[src/rtl/adws_pkg.sv]
package adws_pkg;

    // Geometry of the list and widths of the fixed payload fields.
    localparam int DEPTH  = 16;
    localparam int WIDTH  = 32;
    localparam int KIND_W = 3;
    localparam int VAL_W  = 32;
    localparam int POS_W  = 4;
    localparam int CNT_W  = 5;
    localparam int STAT_W = 3;

    typedef enum logic [KIND_W-1:0] {
        OP_PUSH_FRONT = 3'd0,
        OP_PUSH_REAR  = 3'd1,
        OP_POP_FRONT  = 3'd2,
        OP_POP_REAR   = 3'd3,
        OP_SEARCH     = 3'd4,
        OP_REPLACE    = 3'd5,
        OP_RSVD6      = 3'd6,
        OP_RSVD7      = 3'd7
    } op_t;

    typedef enum logic [STAT_W-1:0] {
        ST_OK        = 3'd0,
        ST_EMPTY     = 3'd1,
        ST_FULL      = 3'd2,
        ST_NOT_FOUND = 3'd3,
        ST_RANGE     = 3'd4
    } stat_t;

    // Commands from the controller to the datapath.
    typedef struct packed {
        logic  load;
        logic  exec;
        logic  commit;
        op_t   op;
        stat_t status;
    } ctl_cmd_t;

    // Conditions reported by the datapath to the controller.
    typedef struct packed {
        logic full;
        logic empty;
        logic hit;
        logic idx_ok;
    } dp_flags_t;

endpackage

[src/rtl/adws_ctrl.sv]
module adws_ctrl (
    input  logic                              clk,
    input  logic                              rst_n,
    input  logic                              start,
    input  logic [adws_pkg::KIND_W-1:0]       kind,
    input  adws_pkg::dp_flags_t               flags,
    output adws_pkg::ctl_cmd_t                cmd,
    output logic                              busy
);

    typedef enum logic [1:0] {
        S_IDLE = 2'b01,
        S_EXEC = 2'b10
    } state_t;

    state_t          state_reg, state_next;
    adws_pkg::op_t   kind_reg, kind_next;

    always_ff @(posedge clk or negedge rst_n)
    begin
        if (!rst_n)
        begin
            state_reg <= S_IDLE;
            kind_reg  <= adws_pkg::OP_PUSH_FRONT;
        end
        else
        begin
            state_reg <= state_next;
            kind_reg  <= kind_next;
        end
    end

    assign busy = (state_reg == S_EXEC);

    always_comb
    begin
        state_next = state_reg;
        kind_next  = kind_reg;
        cmd        = '0;
        cmd.op     = kind_reg;
        cmd.status = adws_pkg::ST_OK;
        case (state_reg)
            S_IDLE:
            begin
                if (start)
                begin
                    cmd.load   = 1'b1;
                    kind_next  = adws_pkg::op_t'(kind);
                    state_next = S_EXEC;
                end
            end
            S_EXEC:
            begin
                cmd.exec   = 1'b1;
                state_next = S_IDLE;
                case (kind_reg)
                    adws_pkg::OP_PUSH_FRONT, adws_pkg::OP_PUSH_REAR:
                    begin
                        cmd.commit = !flags.full;
                        cmd.status = flags.full ? adws_pkg::ST_FULL : adws_pkg::ST_OK;
                    end
                    adws_pkg::OP_POP_FRONT, adws_pkg::OP_POP_REAR:
                    begin
                        cmd.commit = !flags.empty;
                        cmd.status = flags.empty ? adws_pkg::ST_EMPTY : adws_pkg::ST_OK;
                    end
                    adws_pkg::OP_SEARCH:
                    begin
                        cmd.status = flags.hit ? adws_pkg::ST_OK : adws_pkg::ST_NOT_FOUND;
                    end
                    adws_pkg::OP_REPLACE:
                    begin
                        cmd.commit = flags.idx_ok;
                        cmd.status = flags.idx_ok ? adws_pkg::ST_OK : adws_pkg::ST_RANGE;
                    end
                    default:
                    begin
                        cmd.status = adws_pkg::ST_OK;
                    end
                endcase
            end
            default:
            begin
                state_next = S_IDLE;
            end
        endcase
    end

endmodule

[src/rtl/adws_dp.sv]
module adws_dp (
    input  logic                                clk,
    input  logic                                rst_n,
    input  adws_pkg::ctl_cmd_t                  cmd,
    input  logic signed [adws_pkg::VAL_W-1:0]   value,
    input  logic [adws_pkg::POS_W-1:0]          index,
    output adws_pkg::dp_flags_t                 flags,
    output logic                                done,
    output logic [adws_pkg::STAT_W-1:0]         status,
    output logic [adws_pkg::POS_W-1:0]          found_position,
    output logic [adws_pkg::CNT_W-1:0]          entry_count
);

    logic [adws_pkg::WIDTH-1:0] entries_reg [adws_pkg::DEPTH];
    logic [adws_pkg::WIDTH-1:0] entries_next [adws_pkg::DEPTH];
    logic [adws_pkg::WIDTH-1:0] word_reg;
    logic [adws_pkg::POS_W-1:0] index_reg;
    logic [adws_pkg::CNT_W-1:0] count_reg, count_next;
    logic                       done_reg;
    logic [adws_pkg::STAT_W-1:0] status_reg;
    logic [adws_pkg::POS_W-1:0] pos_reg, pos_next;
    logic [adws_pkg::DEPTH-1:0] match;
    logic [adws_pkg::POS_W-1:0] hit_pos;

    // The incoming word is sign-extended or cut to the stored width.
    always_ff @(posedge clk)
    begin
        if (cmd.load)
        begin
            word_reg  <= adws_pkg::WIDTH'(value);
            index_reg <= index;
        end
    end

    // Parallel compare over the live entries, lowest position wins.
    always_comb
    begin
        hit_pos = '0;
        for (int i = 0; i < adws_pkg::DEPTH; i++)
        begin
            match[i] = (entries_reg[i] == word_reg) &&
                       (adws_pkg::CNT_W'(i) < count_reg);
        end
        for (int i = adws_pkg::DEPTH - 1; i >= 0; i--)
        begin
            if (match[i])
            begin
                hit_pos = adws_pkg::POS_W'(i);
            end
        end
    end

    assign flags.full   = (count_reg == adws_pkg::CNT_W'(adws_pkg::DEPTH));
    assign flags.empty  = (count_reg == '0);
    assign flags.hit    = |match;
    assign flags.idx_ok = ({1'b0, index_reg} < count_reg);

    always_comb
    begin
        for (int i = 0; i < adws_pkg::DEPTH; i++)
        begin
            entries_next[i] = entries_reg[i];
        end
        count_next = count_reg;
        if (cmd.exec && cmd.commit)
        begin
            case (cmd.op)
                adws_pkg::OP_PUSH_FRONT:
                begin
                    entries_next[0] = word_reg;
                    for (int i = 1; i < adws_pkg::DEPTH; i++)
                    begin
                        entries_next[i] = entries_reg[i-1];
                    end
                    count_next = count_reg + 1'b1;
                end
                adws_pkg::OP_PUSH_REAR:
                begin
                    entries_next[count_reg[adws_pkg::POS_W-1:0]] = word_reg;
                    count_next = count_reg + 1'b1;
                end
                adws_pkg::OP_POP_FRONT:
                begin
                    for (int i = 0; i < adws_pkg::DEPTH - 1; i++)
                    begin
                        entries_next[i] = entries_reg[i+1];
                    end
                    count_next = count_reg - 1'b1;
                end
                adws_pkg::OP_POP_REAR:
                begin
                    count_next = count_reg - 1'b1;
                end
                adws_pkg::OP_REPLACE:
                begin
                    entries_next[index_reg] = word_reg;
                end
                default:
                begin
                    count_next = count_reg;
                end
            endcase
        end
    end

    always_comb
    begin
        pos_next = '0;
        if (cmd.op == adws_pkg::OP_SEARCH && flags.hit)
        begin
            pos_next = hit_pos;
        end
    end

    always_ff @(posedge clk)
    begin
        for (int i = 0; i < adws_pkg::DEPTH; i++)
        begin
            entries_reg[i] <= entries_next[i];
        end
        if (cmd.exec)
        begin
            status_reg <= cmd.status;
            pos_reg    <= pos_next;
        end
    end

    always_ff @(posedge clk or negedge rst_n)
    begin
        if (!rst_n)
        begin
            count_reg <= '0;
            done_reg  <= 1'b0;
        end
        else
        begin
            count_reg <= count_next;
            done_reg  <= cmd.exec;
        end
    end

    assign done           = done_reg;
    assign status         = status_reg;
    assign found_position = pos_reg;
    assign entry_count    = count_reg;

endmodule

[src/rtl/array_deque_with_search.sv]
// A command accepted at one clock edge is executed in the next cycle,
// and its result beat appears with done high in the cycle after that.
// No new command is taken while busy; busy is high for the single execute
// cycle, so a new start is taken in the same cycle that done is shown.
// Reset (rst_n low, asynchronous): the list becomes empty and no beat is pending.
// The receiver cannot stall; each result beat is valid for exactly one cycle.
module array_deque_with_search (
    input  logic                                clk,
    input  logic                                rst_n,
    input  logic                                start,
    input  logic [adws_pkg::KIND_W-1:0]         kind,
    input  logic signed [adws_pkg::VAL_W-1:0]   value,
    input  logic [adws_pkg::POS_W-1:0]          index,
    output logic                                busy,
    output logic                                done,
    output logic [adws_pkg::STAT_W-1:0]         status,
    output logic [adws_pkg::POS_W-1:0]          found_position,
    output logic [adws_pkg::CNT_W-1:0]          entry_count
);

    // The controller sequences each command: it captures the kind, then in
    // the execute cycle turns the datapath's conditions (full, empty, hit,
    // index in range) into a status code and decides whether the list is
    // changed.
    adws_pkg::ctl_cmd_t  cmd;
    adws_pkg::dp_flags_t flags;

    adws_ctrl u_ctrl (
        .clk   (clk),
        .rst_n (rst_n),
        .start (start),
        .kind  (kind),
        .flags (flags),
        .cmd   (cmd),
        .busy  (busy)
    );

    // The datapath holds the entries in registers so that a front insert or
    // remove shifts every entry at once and a search compares all of them in
    // parallel. It also registers the result beat.
    adws_dp u_dp (
        .clk            (clk),
        .rst_n          (rst_n),
        .cmd            (cmd),
        .value          (value),
        .index          (index),
        .flags          (flags),
        .done           (done),
        .status         (status),
        .found_position (found_position),
        .entry_count    (entry_count)
    );

endmodule

[config.mk]
export PLATFORM = sky130hd
export DESIGN_NAME = array_deque_with_search
export DESIGN_NICKNAME = d
export VERILOG_FILES = /design/src/rtl/adws_pkg.sv /design/src/rtl/adws_ctrl.sv /design/src/rtl/adws_dp.sv /design/src/rtl/array_deque_with_search.sv
export SDC_FILE = /design/constraint.sdc
export NUM_CORES = 2
export LEC_CHECK = 0
export ABC_AREA = 1
export BUFFER_PORTS_ARGS = -buffer_cell sky130_fd_sc_hd__buf_2
export CORE_AREA = 4 4 386 388
export DETAILED_ROUTE_END_ITERATION = 12
export DIE_AREA = 0 0 390 392
export PLACE_DENSITY = 0.53
export SETUP_SLACK_MARGIN = 0.5
export SLEW_MARGIN = 10
export SYNTH_ARGS = -nofsm -noshare
export SYNTH_HDL_FRONTEND = slang
export SYNTH_HIERARCHICAL = 1
export SYNTH_SLANG_ARGS = --single-unit
[constraint.sdc]
create_clock -name clk -period 37.8 [get_ports clk]
set_input_delay 3.78 -clock clk [delete_from_list [all_inputs] [get_ports clk]]
set_output_delay 3.78 -clock clk [all_outputs]
set_load 0.02 [all_outputs]
==> metrics.log <==
[metrics] starting density of the core: 0.309
[metrics] Peak Freq: between 150 and 200 MHz
[metrics] Setup crit start: u_dp/entry_count[1]
[metrics] core outline area: 0.145 sq mm
[metrics] antenna-violating nets left: 0
[metrics] Tightest Hold Check Type: register to register
[metrics] Yosys cell types: 55
[metrics] Reg2Reg Setup Slack: 31.62 ns
[metrics] Fill cells: around 16k
[metrics] sequential fraction of the synthesis area: 0.378
[metrics] TritonRoute pass-1 iters: 9
[metrics] DIE HEIGHT: 392 microns
[metrics] total wire length: roughly 230000 microns
[metrics] clock slew at the register clock pins of the worst setup and hold paths: 0.06 ns
[metrics] endpoint class of the critical path: register
[metrics] final instance area: 0.0487 sq mm
[metrics] pin count of the biggest net entering global routing: 173
[metrics] Mapped Avg Cell Area: ~7.4 sq um
[metrics] part of the cycle the worst path needs: 0.163
[metrics] M1 GR Usage: 0.387
[metrics] area of the mapped netlist: between 0.04 and 0.05 sq mm
[metrics] number of H-tree levels: 3
[metrics] global-route wire length before repair: ~330000 microns
[metrics] Synth warnings: 6
[metrics] DP Wirelength: approximately 150000 microns
[metrics] vias in the first global route: between 40k and 50k
[metrics] wire length per cell after detailed routing: 29.6 microns
[metrics] cell count after synthesis: slightly above 6k
[metrics] total number of vias: 49.3k
[metrics] routing layer with the top usage in global route: met2
[metrics] number of nets in the layout: approximately 6k
[metrics] post-synthesis sequential element count: 566
[metrics] met3 track demand over resource in global routing: 0.0758
[metrics] ratio of routed vias to standard cells: 6.33
[metrics] fraction of final layout cells with drive strength greater than 1: 0.0721
[metrics] Worst R2R Start: u_dp/entry_count[1]
[metrics] RD Place Congestion: 0.952
[metrics] count of unresolved DRC violations after routing: 0
[metrics] root buffer cell: clkbuf_16
[metrics] number of antenna violations at the first check in global routing: 7
[metrics] kind of critical path: register to register
[metrics] IR Drop Worst-Case VDD: 38.3 uV
[metrics] data arrival at the endpoint of the critical path: roughly 6.5 ns
[metrics] clock tree from TritonCTS: done
[metrics] Die ar.: 0.153 sq mm
[metrics] I/O pin count: 56
[metrics] min setup slack post-route: 31.62 ns
[metrics] Worst Max-Slew Pin Slew: 1.14 ns
[metrics] width of the die: 390 microns
[metrics] beginning of the worst hold path: u_ctrl/state_reg[1]
[metrics] maximum buffer depth of the clock tree: 3
[metrics] global router's overall resource usage: 0.289
[metrics] area growth from synthesis to layout: 8.62%
[metrics] setup repair after global routing missed its margin: no
[metrics] normalized max-slew margin: 0.241
[metrics] GRT Residual Overflow: 0
[metrics] commonest non-fill, non-tap cell in the layout: nand2_1
[metrics] setup skew after layout: 0.0373 ns
[metrics] largest driver fanout on the critical path: between 60 and 70
[metrics] top_reg_cell synth: edfxtp_1
[metrics] Std-Cell Rows: 140
[metrics] final period demand of the worst path: around 6.2 ns
[metrics] pre-CTS setup slack: 31.88 ns
[metrics] required time of the critical path: 38.10 ns
[metrics] count of hold-fix buffers inserted at cts: 0
[metrics] status: complete, no violations
[metrics] number of hold violations in the final report: 0
[metrics] instance area after placement: 0.0464 sq mm
[metrics] number of enable flip-flop cells after synthesis: around 560
[metrics] number of maximum-capacitance constraint violations: 0
[metrics] setup total negative slack: 0 ns
[metrics] CTS buffer count: 75
[metrics] PwrDens: 42.5 mW/mm^2
[metrics] clock latency on the worst-skew pair: between 0.7 and 0.8 ns
[metrics] Async SR Flop Fraction: 0.0194
[metrics] Mapped Nets: 6134
[metrics] Iter 0 DRT Violations: 7616
[metrics] Buffers on Ports: 55
[metrics] Max Slew Vio Count: 0
[metrics] setup-violating endpoint count in the final report: 0
[metrics] clock sink count: between 500 and 600
[metrics] total leakage power: approximately 17 nW
[metrics] Post-CTS Setup Repair Bufs: 0
[metrics] type of origin of the critical path: register
[metrics] commonest non-fill, non-tap cells in the layout: nand2_1, o21ai_0, edfxtp_1
[metrics] number of flip-flops in the largest register: 512
[metrics] Resize count post-CTS: 0
[metrics] met2 track demand over resource in global routing: 0.422
## worst max-delay path: stages, from the launching register on
cell and delay (ns):
dfrtp_1 0.46, inv_1 0.16, ha_1 0.31, o21ai_0 0.07, a21boi_0 0.11, o21a_1 0.17, o21ai_0 0.69, inv_1 0.09
nor2_1 0.15, nor2_1 0.06, nor2_1 0.13, nand3_1 0.21, a21oi_4 0.46, buf_4 0.82, buf_4 0.86, buf_4 0.90
## metal layers
layer	part of all wire	wire (microns)
met1	0.38	88400
met2	0.42	96500
met3	0.13	30500
met4	0.066	15200
met5	0	0
## cells by family (layout without fill, tap and decap cells)
group | after synthesis | count (layout) | synth area share
other | 0 | 3 | 0
AO/OA/AOI/OAI | 2003 | 2003 | 0.276
adder cells (fa/ha/maj) | 8 | 8 | 0.00223
XOR/XNOR | 234 | 234 | 0.0457
buffers and inverters | 947 | 732 | 0.0893
flip-flops | 566 | 566 | 0.378
AND/OR/NAND/NOR | 2326 | 2326 | 0.209
## power by group
group / switching [mW] / total, mW / internal, mW
logic: 0.457 / 0.619 / 0.162
registers: 0.00668 / 0.743 / 0.736
clock network: 0.318 / 0.710 / 0.392
## path summary, 6_finish.rpt
path | endpoint | cells past startpoint
max | u_dp/entries_reg[1][62] | 15
min | u_ctrl/state_reg[0] | 2
max reg2reg | u_dp/entries_reg[1][62] | 15
min reg2reg | u_ctrl/state_reg[0] | 2
max in group asynchronous | u_ctrl/state_reg[0] | 1
min in group asynchronous | u_ctrl/state_reg[1] | 1
## synthesized netlist by cell type (2+ instances only)
cell type  count  area [sq um]
nor4_2         4          50.1
nand3_2        3          30.0
nand2_1     1700          6380
buf_12         2          40.0
edfxtp_1     555         16700
clkinv_1       6          22.5
o21ai_0      805          4030
xor2_1        79           692
inv_1        340          1280
buf_4         38           285
a221oi_2       5          75.1
and2_1         2          12.5
nor2_1       337          1260
xnor2_1      155          1360
inv_2         29           109
o21ai_2        2          17.5
nor3_1        16          80.1
nand4_1      102           638
nand2_4        2          22.5
ha_1           8           100
a211oi_1       2          15.0
and3_1         3          18.8
nor4_1        33           206
dfrtp_1       10           250
o21a_1         2          15.0
buf_6         26           293
buf_1         24          90.1
nand2_2        6          37.5
o2111ai_1    414          3630
o21ai_1       14          70.1
buf_2         53           265
nor2_2         8          50.1
clkbuf_1     425          1600
a221oi_1      12           105
o211ai_1     198          1490
o22ai_1      137           857
inv_4          3          18.8
nand3_1      101           505
nor3_2         2          20.0
a21oi_1      406          2030
## area by class of cell
class,count,area [sq um],area share
Tap cell,1917,2400,0.0492
Clock inverter,34,253,0.00519
Antenna cell,3,7.51,0.000154
Inverter,379,1450,0.0298
Multi-Input combinational cell,4571,24100,0.495
Clock buffer,97,2020,0.0415
Timing Repair Buffer,222,1550,0.0319
Sequential cell,566,16900,0.348
## per-stage QoR
stage / power (mW) / instances / hold slack, ns / utilization
after floorplan: 1.14 / 6084 / 0.499 / -
after global placement: 1.34 / 7655 / 0.511 / 0.319
after detailed placement: 1.35 / 7655 / 0.520 / 0.319
after CTS: 2.05 / 7786 / 0.533 / 0.335
after global routing: 2.13 / 7786 / 0.552 / 0.335
final: 2.07 / 7789 / 0.527 / 0.335
No activity file was read; power rests on OpenSTA's default activity.
